### src/hw/rtl/cfp_pkg.sv
// ----------------------------------------------------------------------------
// CRC checked frame parser package
// Types, constants and the byte-wide CRC-32 update shared by the design.
// ----------------------------------------------------------------------------
package cfp_pkg;

    localparam int MAX_PAYLOAD = 1024;

    localparam int BYTE_W   = 8;
    localparam int LEN_W    = 16;
    localparam int FLEN_W   = 11;
    localparam int PIDX_W   = 10;
    localparam int CRC_W    = 32;
    localparam int STATUS_W = 3;
    localparam int CNT_W    = $clog2(MAX_PAYLOAD + 1);
    localparam int CFG_IDX_W = 1;

    localparam logic [LEN_W-1:0]  LEN_LIMIT  = LEN_W'(MAX_PAYLOAD);
    localparam logic [LEN_W-1:0]  FLEN_SAT   = LEN_W'((1 << FLEN_W) - 1);
    localparam logic [CRC_W-1:0]  CRC_INIT   = 32'hFFFF_FFFF;
    localparam logic [CRC_W-1:0]  CRC_POLY   = 32'hEDB8_8320;
    localparam logic [BYTE_W-1:0] START_RST  = 8'hAA;
    localparam logic [BYTE_W-1:0] END_RST    = 8'h55;

    localparam logic [CFG_IDX_W-1:0] CFG_START_BYTE = 1'b0;
    localparam logic [CFG_IDX_W-1:0] CFG_END_BYTE   = 1'b1;

    typedef enum logic [2:0] {
        PH_HUNT   = 3'd0,
        PH_TYPE   = 3'd1,
        PH_LEN_LO = 3'd2,
        PH_LEN_HI = 3'd3,
        PH_DATA   = 3'd4,
        PH_CRC    = 3'd5,
        PH_END    = 3'd6
    } t_phase;

    typedef enum logic [STATUS_W-1:0] {
        ST_NONE    = 3'd0,
        ST_GOOD    = 3'd1,
        ST_BAD_CRC = 3'd2,
        ST_BAD_END = 3'd3,
        ST_BAD_LEN = 3'd4
    } t_status;

    typedef struct packed {
        t_status             status;
        logic [BYTE_W-1:0]   frame_type;
        logic [FLEN_W-1:0]   frame_length;
        logic [CRC_W-1:0]    frame_crc;
        logic                payload_valid;
        logic [BYTE_W-1:0]   payload_byte;
        logic [PIDX_W-1:0]   payload_index;
    } t_result;

    // Reflected CRC-32 update over one byte, one bit per step.
    function automatic logic [CRC_W-1:0] crc_byte(input logic [CRC_W-1:0] crc,
                                                  input logic [BYTE_W-1:0] b);
        logic [CRC_W-1:0] c;
        c = crc ^ {{(CRC_W-BYTE_W){1'b0}}, b};
        for (int k = 0; k < BYTE_W; k++) begin
            c = (c >> 1) ^ (c[0] ? CRC_POLY : '0);
        end
        return c;
    endfunction

endpackage

### src/hw/rtl/crc_checked_frame_parser.sv
// ----------------------------------------------------------------------------
// CRC checked frame parser
// Byte-serial parser for start/end delimited frames with a CRC-32 check.
//
//   Channel  Direction  Handshake               Word
//   in       input      i_in_valid/o_in_ready   i_rx_byte
//   out      output     o_out_valid/i_out_ready status, frame fields, payload echo
//   cfg      input      i_cfg_we                i_cfg_addr, i_cfg_wdata
//
// A word is captured in the input register and is then parsed into the result
// register, from which its result is offered. One word per cycle is sustained
// while the output is ready; the byte-wide CRC update sets the path.
// Reset is synchronous and restores the delimiters and the frame state.
// A stalled output holds its result and stops the input once both
// registers are full.
// ----------------------------------------------------------------------------
module crc_checked_frame_parser
    import cfp_pkg::*;
(
    input  logic                 i_clk,
    input  logic                 i_rst_n,
    input  logic                 i_cfg_we,
    input  logic [CFG_IDX_W-1:0] i_cfg_addr,
    input  logic [BYTE_W-1:0]    i_cfg_wdata,
    input  logic                 i_in_valid,
    output logic                 o_in_ready,
    input  logic [BYTE_W-1:0]    i_rx_byte,
    output logic                 o_out_valid,
    input  logic                 i_out_ready,
    output logic [STATUS_W-1:0]  o_status,
    output logic [BYTE_W-1:0]    o_frame_type,
    output logic [FLEN_W-1:0]    o_frame_length,
    output logic [CRC_W-1:0]     o_frame_crc,
    output logic                 o_payload_valid,
    output logic [BYTE_W-1:0]    o_payload_byte,
    output logic [PIDX_W-1:0]    o_payload_index
);

    logic [BYTE_W-1:0] r_start_byte;
    logic [BYTE_W-1:0] r_end_byte;
    logic              r_in_valid;
    logic [BYTE_W-1:0] r_in_byte;
    logic              r_out_valid;
    t_result           r_out;
    t_result           res;
    logic              fire;

    assign fire       = r_in_valid && (!r_out_valid || i_out_ready);
    assign o_in_ready = !r_in_valid || fire;

    always_ff @(posedge i_clk) begin
        if (!i_rst_n) begin
            r_start_byte <= START_RST;
            r_end_byte   <= END_RST;
        end else if (i_cfg_we) begin
            unique case (i_cfg_addr)
                CFG_START_BYTE: r_start_byte <= i_cfg_wdata;
                CFG_END_BYTE:   r_end_byte   <= i_cfg_wdata;
                default: ;
            endcase
        end
    end

    always_ff @(posedge i_clk) begin
        if (!i_rst_n) begin
            r_in_valid <= 1'b0;
        end else if (o_in_ready) begin
            r_in_valid <= i_in_valid;
        end
    end

    always_ff @(posedge i_clk) begin
        if (i_in_valid && o_in_ready) begin
            r_in_byte <= i_rx_byte;
        end
    end

    cfp_core u_core (
        .i_clk        (i_clk),
        .i_rst_n      (i_rst_n),
        .i_fire       (fire),
        .i_byte       (r_in_byte),
        .i_start_byte (r_start_byte),
        .i_end_byte   (r_end_byte),
        .o_res        (res)
    );

    always_ff @(posedge i_clk) begin
        if (!i_rst_n) begin
            r_out_valid <= 1'b0;
        end else if (fire) begin
            r_out_valid <= 1'b1;
        end else if (i_out_ready) begin
            r_out_valid <= 1'b0;
        end
    end

    always_ff @(posedge i_clk) begin
        if (fire) begin
            r_out <= res;
        end
    end

    assign o_out_valid     = r_out_valid;
    assign o_status        = r_out.status;
    assign o_frame_type    = r_out.frame_type;
    assign o_frame_length  = r_out.frame_length;
    assign o_frame_crc     = r_out.frame_crc;
    assign o_payload_valid = r_out.payload_valid;
    assign o_payload_byte  = r_out.payload_byte;
    assign o_payload_index = r_out.payload_index;

endmodule

### src/hw/rtl/cfp_core.sv
// ----------------------------------------------------------------------------
// Frame parser core
// Holds the frame state and turns one byte into one result per fire.
// ----------------------------------------------------------------------------
module cfp_core
    import cfp_pkg::*;
(
    input  logic              i_clk,
    input  logic              i_rst_n,
    input  logic              i_fire,
    input  logic [BYTE_W-1:0] i_byte,
    input  logic [BYTE_W-1:0] i_start_byte,
    input  logic [BYTE_W-1:0] i_end_byte,
    output t_result           o_res
);

    t_phase            r_phase, n_phase;
    logic [BYTE_W-1:0] r_type, n_type;
    logic [LEN_W-1:0]  r_len, n_len;
    logic [CNT_W-1:0]  r_count, n_count;
    logic [1:0]        r_seen, n_seen;
    logic [CRC_W-1:0]  r_rcrc, n_rcrc;
    logic [CRC_W-1:0]  r_crc, n_crc;

    logic [LEN_W-1:0]  len_full;
    logic [CNT_W-1:0]  count_inc;
    logic              finish;

    assign len_full  = {i_byte, r_len[BYTE_W-1:0]};
    assign count_inc = r_count + CNT_W'(1);

    always_comb begin
        n_phase = r_phase;
        finish  = 1'b0;
        unique case (r_phase)
            PH_TYPE:   n_phase = PH_LEN_LO;
            PH_LEN_LO: n_phase = PH_LEN_HI;
            PH_LEN_HI: begin
                if (len_full > LEN_LIMIT) begin
                    finish  = 1'b1;
                    n_phase = PH_HUNT;
                end else begin
                    n_phase = (len_full != '0) ? PH_DATA : PH_CRC;
                end
            end
            PH_DATA: begin
                if (LEN_W'(count_inc) >= r_len) begin
                    n_phase = PH_CRC;
                end
            end
            PH_CRC: begin
                if (r_seen == 2'd3) begin
                    n_phase = PH_END;
                end
            end
            PH_END: begin
                finish  = 1'b1;
                n_phase = PH_HUNT;
            end
            default: begin
                n_phase = (i_byte == i_start_byte) ? PH_TYPE : PH_HUNT;
            end
        endcase
    end

    always_comb begin
        n_type  = r_type;
        n_len   = r_len;
        n_count = r_count;
        n_seen  = r_seen;
        n_rcrc  = r_rcrc;
        n_crc   = r_crc;
        o_res   = '0;
        o_res.status = ST_NONE;
        case (r_phase)
            PH_TYPE:   n_type = i_byte;
            PH_LEN_LO: n_len  = {{(LEN_W-BYTE_W){1'b0}}, i_byte};
            PH_LEN_HI: begin
                n_len = len_full;
                if (len_full > LEN_LIMIT) begin
                    o_res.status = ST_BAD_LEN;
                end else begin
                    n_count = '0;
                    n_seen  = '0;
                end
            end
            PH_DATA: begin
                o_res.payload_valid = 1'b1;
                o_res.payload_byte  = i_byte;
                o_res.payload_index = PIDX_W'(r_count);
                n_crc   = crc_byte(r_crc, i_byte);
                n_count = count_inc;
                if (LEN_W'(count_inc) >= r_len) begin
                    n_seen = '0;
                end
            end
            PH_CRC: begin
                case (r_seen)
                    2'd0:    n_rcrc = r_rcrc | {24'h0, i_byte};
                    2'd1:    n_rcrc = r_rcrc | {16'h0, i_byte, 8'h0};
                    2'd2:    n_rcrc = r_rcrc | {8'h0, i_byte, 16'h0};
                    default: n_rcrc = r_rcrc | {i_byte, 24'h0};
                endcase
                n_seen = r_seen + 2'd1;
            end
            PH_END: begin
                if (i_byte == i_end_byte) begin
                    o_res.status = ((r_crc ^ CRC_INIT) == r_rcrc) ? ST_GOOD : ST_BAD_CRC;
                end else begin
                    o_res.status = ST_BAD_END;
                end
                o_res.frame_crc = r_rcrc;
            end
            default: ;
        endcase
        o_res.frame_type   = n_type;
        o_res.frame_length = (n_len > FLEN_SAT) ? FLEN_SAT[FLEN_W-1:0] : n_len[FLEN_W-1:0];
    end

    always_ff @(posedge i_clk) begin
        if (!i_rst_n) begin
            r_phase <= PH_HUNT;
            r_type  <= '0;
            r_len   <= '0;
            r_count <= '0;
            r_seen  <= '0;
            r_rcrc  <= '0;
            r_crc   <= CRC_INIT;
        end else if (i_fire) begin
            r_phase <= n_phase;
            if (finish) begin
                r_type  <= '0;
                r_len   <= '0;
                r_count <= '0;
                r_seen  <= '0;
                r_rcrc  <= '0;
                r_crc   <= CRC_INIT;
            end else begin
                r_type  <= n_type;
                r_len   <= n_len;
                r_count <= n_count;
                r_seen  <= n_seen;
                r_rcrc  <= n_rcrc;
                r_crc   <= n_crc;
            end
        end
    end

endmodule

### config.mk
export PLATFORM = sky130hd
export DESIGN_NAME = crc_checked_frame_parser
export DESIGN_NICKNAME = d
export VERILOG_FILES = /design/src/hw/rtl/cfp_pkg.sv /design/src/hw/rtl/crc_checked_frame_parser.sv /design/src/hw/rtl/cfp_core.sv
export SDC_FILE = /design/constraint.sdc
export NUM_CORES = 1
export LEC_CHECK = 0
export BUFFER_PORTS_ARGS = -buffer_cell sky130_fd_sc_hd__buf_4
export CORE_ASPECT_RATIO = 1.5
export CORE_MARGIN = 10
export CORE_UTILIZATION = 38
export DETAILED_ROUTE_END_ITERATION = 12
export PLACE_DENSITY = 0.63
export SYNTH_ARGS = -nofsm -noshare
export SYNTH_HDL_FRONTEND = slang
export SYNTH_SLANG_ARGS = --single-unit
### constraint.sdc
create_clock -name i_clk -period 9.3 [get_ports i_clk]
set_input_delay 1.86 -clock i_clk [delete_from_list [all_inputs] [get_ports i_clk]]
set_output_delay 1.86 -clock i_clk [all_outputs]
set_load 0.05 [all_outputs]
After elaboration in Yosys (flattened, before gate mapping)
Index checks and enable logic that the tools add are counted.
Widths: inputs -> output; s select.

storage, ports and cells
  flip-flop bits (word level) = 203

operators by class
  equal/unequal tests = 16
  reduce and logical (&&, ||, !) cells = 20
  bitwise gates (word level) = 15
  add/subtract/negate cells = 2
  order comparisons = 3
  mux-type cells = 39

operators by type and width
  cell                   number
  $mux 32                12
  $xor 31x32->32         8
  $pmux 32 s3            1
  $eq 32x32->1           1
  $gt 16x11->1 const B   2
  $not 32->32            1
  $or 32x16->32          1
  $or 32x24->32          1
  $or 32x32->32          1
  $or 32x8->32           1
  $pmux 16 s2            1
  $xor 32x8->32          1
  $mux 11                2
  $pmux 11 s2            1
  $mux 19                1
  $pmux 3 s6             1
  $eq 8x8->1             2
  $ge 11x16->1           1
  $mux 16                1
  $mux 8                 2
  $reduce_bool 16->1     1
  $mux 3                 5
  $add 11x1->11 const B  1
  $eq 3x3->1 const B     3
  other kinds (24)       43

Logic depth before layout (Yosys ltp)
  depth after elaboration = 19
  mapped depth = 11
  depth with buffers taken out = 11

Modules after synthesis
From an unflattened synthesis, not the netlist that was laid out.

second synthesis, totals
  cells, all modules = 918
  area, all modules = 9451.6 µm²

modules (own cells, without submodules)
  module                    seq. area each (µm²)  area each (µm²)  cells each  instances
  cfp_core                  2082.0                6232.2           755         1
  crc_checked_frame_parser  2792.7                3219.3           163         1

Worst setup path before layout
Ideal clock, no wire load.

  kind = input -> register
  start = input i_out_ready
  end = register r_out (netlist bit o_frame_crc[0]), enable pin
  library setup time = 465 ps
  stages on the path = 6
  arrival time = 4801 ps
  path buffers = 3
  data required time = 8835 ps
  setup slack = 4034 ps
  cell sequence = nor2b_1 -> nand2b_1 -> clkbuf_1 -> inv_1 -> clkbuf_1 -> buf_1

on the way
  longest elaborated chain between the ends = 2

ends and longest elaborated chain
  what                    RTL line                         text
  start: declaration      crc_checked_frame_parser.sv:29   input logic i_out_ready,
  $logic_or 1x1->1        crc_checked_frame_parser.sv:48   assign fire = r_in_valid && (!r_out_valid || i_out_ready);
  $logic_and 1x1->1       crc_checked_frame_parser.sv:48
  net fire                crc_checked_frame_parser.sv:46   logic fire;
  end signal: assignment  crc_checked_frame_parser.sv:100  r_out <= res;
  end: declaration        crc_checked_frame_parser.sv:44   t_result r_out;

The timed path passes the listed nets, and every way through them passes these cells.
A chain may end at the register's enable or synchronous reset.

Worst setup path after layout
  start = input i_out_ready
  end = output o_in_ready

on the way
  longest elaborated chain between the ends = 3

ends and longest elaborated chain
  what               RTL line                        text
  $logic_or 1x1->1   crc_checked_frame_parser.sv:48
  $logic_and 1x1->1  crc_checked_frame_parser.sv:48
  $logic_or 1x1->1   crc_checked_frame_parser.sv:49  assign o_in_ready = !r_in_valid || fire;
  end: declaration   crc_checked_frame_parser.sv:26  output logic o_in_ready,

Every way passes these cells.

==> insert_results.sql <==
INSERT INTO impl_metrics (metric_group, metric, value, unit) VALUES
('run_status', 'result_of_the_run', 'finished, final reports clean', ''),
('floorplan', 'die_area', '31600', 'um2'),
('setup_path', 'start_kind', 'primary input', ''),
('hold_path', 'holdPathEnd', 'u_core.r_type[4]', ''),
('pwr', 'worst_ir_drop_vdd', '0.121', 'mV'),
('setup_path', 'critical_path_class', 'primary input to output pin', ''),
('final_layout', 'relative_area_change_from_synthesis_to_final_layout', '17.8', '%'),
('placed_design', 'place.port_buffers', '96', ''),
('final_layout', 'layout_commonest_cell', 'dfxtp_1', ''),
('setup_path', 'ff2ff_setup_slack', '5.85', 'ns'),
('logic_synthesis', 'synth.ff_latch_count', '203', ''),
('sta', 'hold-worst-slack', '0.453', 'ns'),
('logic_synthesis', 'synth.yosys.seq_area_share', '0.518', ''),
('clock_network', 'clock_insertion_delay_worst_skew', '0.49', 'ns'),
('global_route', 'grt_antenna_before_repair', '0', ''),
('logic_synthesis', 'synthesis.yosys.warnings', '0', ''),
('setup_path', 'worst-endpoint-required', '7.44', 'ns'),
('sta', 'final-hold-violation-count', '0', ''),
('pwr', 'comb_power_share', '0.102', ''),
('global_route', 'groute.usage.overall', '0.149', ''),
('sta', 'finalCritPeriodShare', '0.464', ''),
('routing', 'route.detailed.vias_per_inst', '5.19', ''),
('logic_synthesis', 'postSynth.asyncResetShare', '0', ''),
('hold_path', 'worst_hold_path_type', 'flop to flop', ''),
('clock_network', 'cts_hold_buffers', '0', ''),
('setup_path', 'timing.critical_path.arrival', '2.45', 'ns'),
('final_layout', 'final_nets', '1060', ''),
('logic_synthesis', 'synth_top_cell_area_share', '0.259', ''),
('hold_path', 'worstHoldPathCells', '2', ''),
('floorplan', 'initial_utilization', '0.385', ''),
('pwr', 'powerDensity', '179', 'nW/um2'),
('floorplan', 'core_region_area', '24400', 'um2'),
('setup_path', 'worst-r2r-cell-count', '6', ''),
('hold_path', 'timing.hold.worst.start', 'u_core.r_type[4]', ''),
('logic_synthesis', 'yosysTopAreaCell', 'dfxtp_1', ''),
('pwr', 'power.switching', '488', 'uW'),
('logic_synthesis', 'mappedNetlistNets', '987', ''),
('global_route', 'grt-ovfl-total', '0', ''),
('job', 'max_cap_viol_count', '0', ''),
('setup_path', 'highest_fanout_seen_on_the_critical_path', '4', ''),
('pwr', 'p_leak', '0.00425', 'uW'),
('routing', 'drt_iter0_markers', '494', ''),
('logic_synthesis', 'synth.mux.area_fraction', '0.00957', ''),
('clock_network', 'cts_root_buffer', 'clkbuf_16', ''),
('final_layout', 'share_of_final_layout_standard_cells_stronger_than_drive_strength_1', '0.159', ''),
('floorplan', 'io_pins', '97', ''),
('setup_path', 'setup.worst_path.start', 'i_out_ready', ''),
('pwr', 'power.share.sequential', '0.484', ''),
('floorplan', 'chipHeight', '213', 'um'),
('clock_network', 'maximum_root_to_sink_buffer_count', '3', ''),
('clock_network', 'htree_levels', '1', ''),
('logic_synthesis', 'synth.distinct_cells', '50', ''),
('routing', 'dr_total_vias', '7060', ''),
('logic_synthesis', 'syn_inst', '949', ''),
('logic_synthesis', 'synthesis.area', '9410', 'um2'),
('logic_synthesis', 'yosys-top-cells-area', 'dfxtp_1 (26%), edfxtp_1 (26%), xnor2_1 (8.5%)', ''),
('routing', 'ant_nets', '0', ''),
('pwr', 'swShare', '0.246', ''),
('sta', 'achievable-frequency', '232', 'MHz'),
('final_layout', 'sequential_standard_cell_area', '4870', 'um2'),
('logic_synthesis', 'synth-main-ff-cell', 'dfxtp_1', ''),
('logic_synthesis', 'dominant_combinational_cell_family_by_area_after_synthesis', 'simple AND/OR/NAND/NOR gates', ''),
('clock_network', 'cts.repair_timing.setup_buffer_count', '0', ''),
('setup_path', 'critical_path.reg2reg.endpoint', 'u_core.r_rcrc[30]', ''),
('final_layout', 'most_used_cells_in_the_layout_excluding_fill_and_tap_cells', 'dfxtp_1 (122), nand2_1 (112), buf_4 (110), xnor2_1 (91)', ''),
('placed_design', 'place_hpwl', '16600', 'um'),
('clock_network', 'clock-sinks', '203', ''),
('logic_synthesis', 'synth-simple-area-share', '0.175', ''),
('logic_synthesis', 'synth_area_per_cell', '9.92', 'um2'),
('placed_design', 'gpl.final_weighted_congestion', '0.853', ''),
('logic_synthesis', 'edff_count_synth', '81', '');
[area by class of cell]
| class | count | share of cell area |
|---|---|---|
| clock inverter | 10 | 0.00959 |
| inverter | 17 | 0.00598 |
| tap | 324 | 0.0366 |
| multi-input combinational | 670 | 0.384 |
| timing repair buffer | 110 | 0.0745 |
| sequential | 203 | 0.440 |
| clock buffer | 26 | 0.0500 |
[worst max-delay path by stage]
| stage | to | cells past startpoint |
|---|---|---|
| floorplan | o_frame_crc[0] | 6 |
| global placement | u_core.r_count[2] | 8 |
| detailed placement | u_core.r_phase[0] | 9 |
| CTS | o_in_ready | 4 |
| global route | u_core.r_count[2] | 8 |
| finish | o_in_ready | 4 |
[registers in the layout, indices dropped and copies added, names as in the netlist, 8 cells and up]
signal,count
o_frame_crc,32
u_core.r_crc,32
r_end_byte,8
o_payload_byte,8
o_frame_type,8
u_core.r_rcrc,32
r_in_byte,8
u_core.r_count,11
r_start_byte,8
u_core.r_len,16
o_payload_index,10
u_core.r_type,8
o_frame_length,11
[power by group through the flow]
stage / registers (uW) / logic, uW / clock network [uW]
floorplan: 1020 / 106 / 0
global placement: 979 / 203 / 0
detailed placement: 979 / 204 / 0
CTS: 959 / 205 / 843
global route: 961 / 217 / 877
finish: 959 / 203 / 821
[layer usage]
layer / vias to the layer above / global-route usage / routed length (um)
met5: - / 0 / 0
met2: 225 / 0.259 / 12000
met1: 3312 / 0.174 / 9840
li1: 3463 / - / -
met3: 60 / 0.0271 / 1430
met4: 0 / 0.0679 / 938
[critical path, stage by stage]
cell	delay [ns]
buf_4	0.11
nor2b_1	0.19
nand2_1	0.10
buf_4	0.19
[Yosys cell counts, drive strengths merged, types with 7 or more instances]
master  count
a21boi     19
a21o        7
a21oi      26
a22oi      11
a31oi      34
and2       22
and3       36
clkbuf     56
dfxtp     122
edfxtp     81
ha         16
inv        17
mux2        8
nand2     112
nand3      19
nand4       9
nor2       81
nor2b      10
nor3       27
nor4       11
o211ai      7
o21ai      38
o22ai      12
xnor2      94
xor2       34
[through the flow]
stage / power, uW / cell area, um2 / setup slack (ns) / util
floorplan: 1120 / 9410 / 4.03 / -
global placement: 1180 / 10400 / 4.67 / 0.427
detailed placement: 1180 / 10400 / 4.59 / 0.427
CTS: 2010 / 11100 / 4.98 / 0.454
global route: 2050 / 11100 / 4.83 / 0.454
finish: 1980 / 11100 / 4.99 / 0.454
[logic make-up after synthesis]
group	Yosys count
adder cells (fa/ha/maj)	16
buffers and inverters	76
AO/OA/AOI/OAI	171
XOR/XNOR	129
AND/OR/NAND/NOR	346
flip-flops	203
multiplexers	8
No activity file was read; power rests on OpenSTA's default activity.
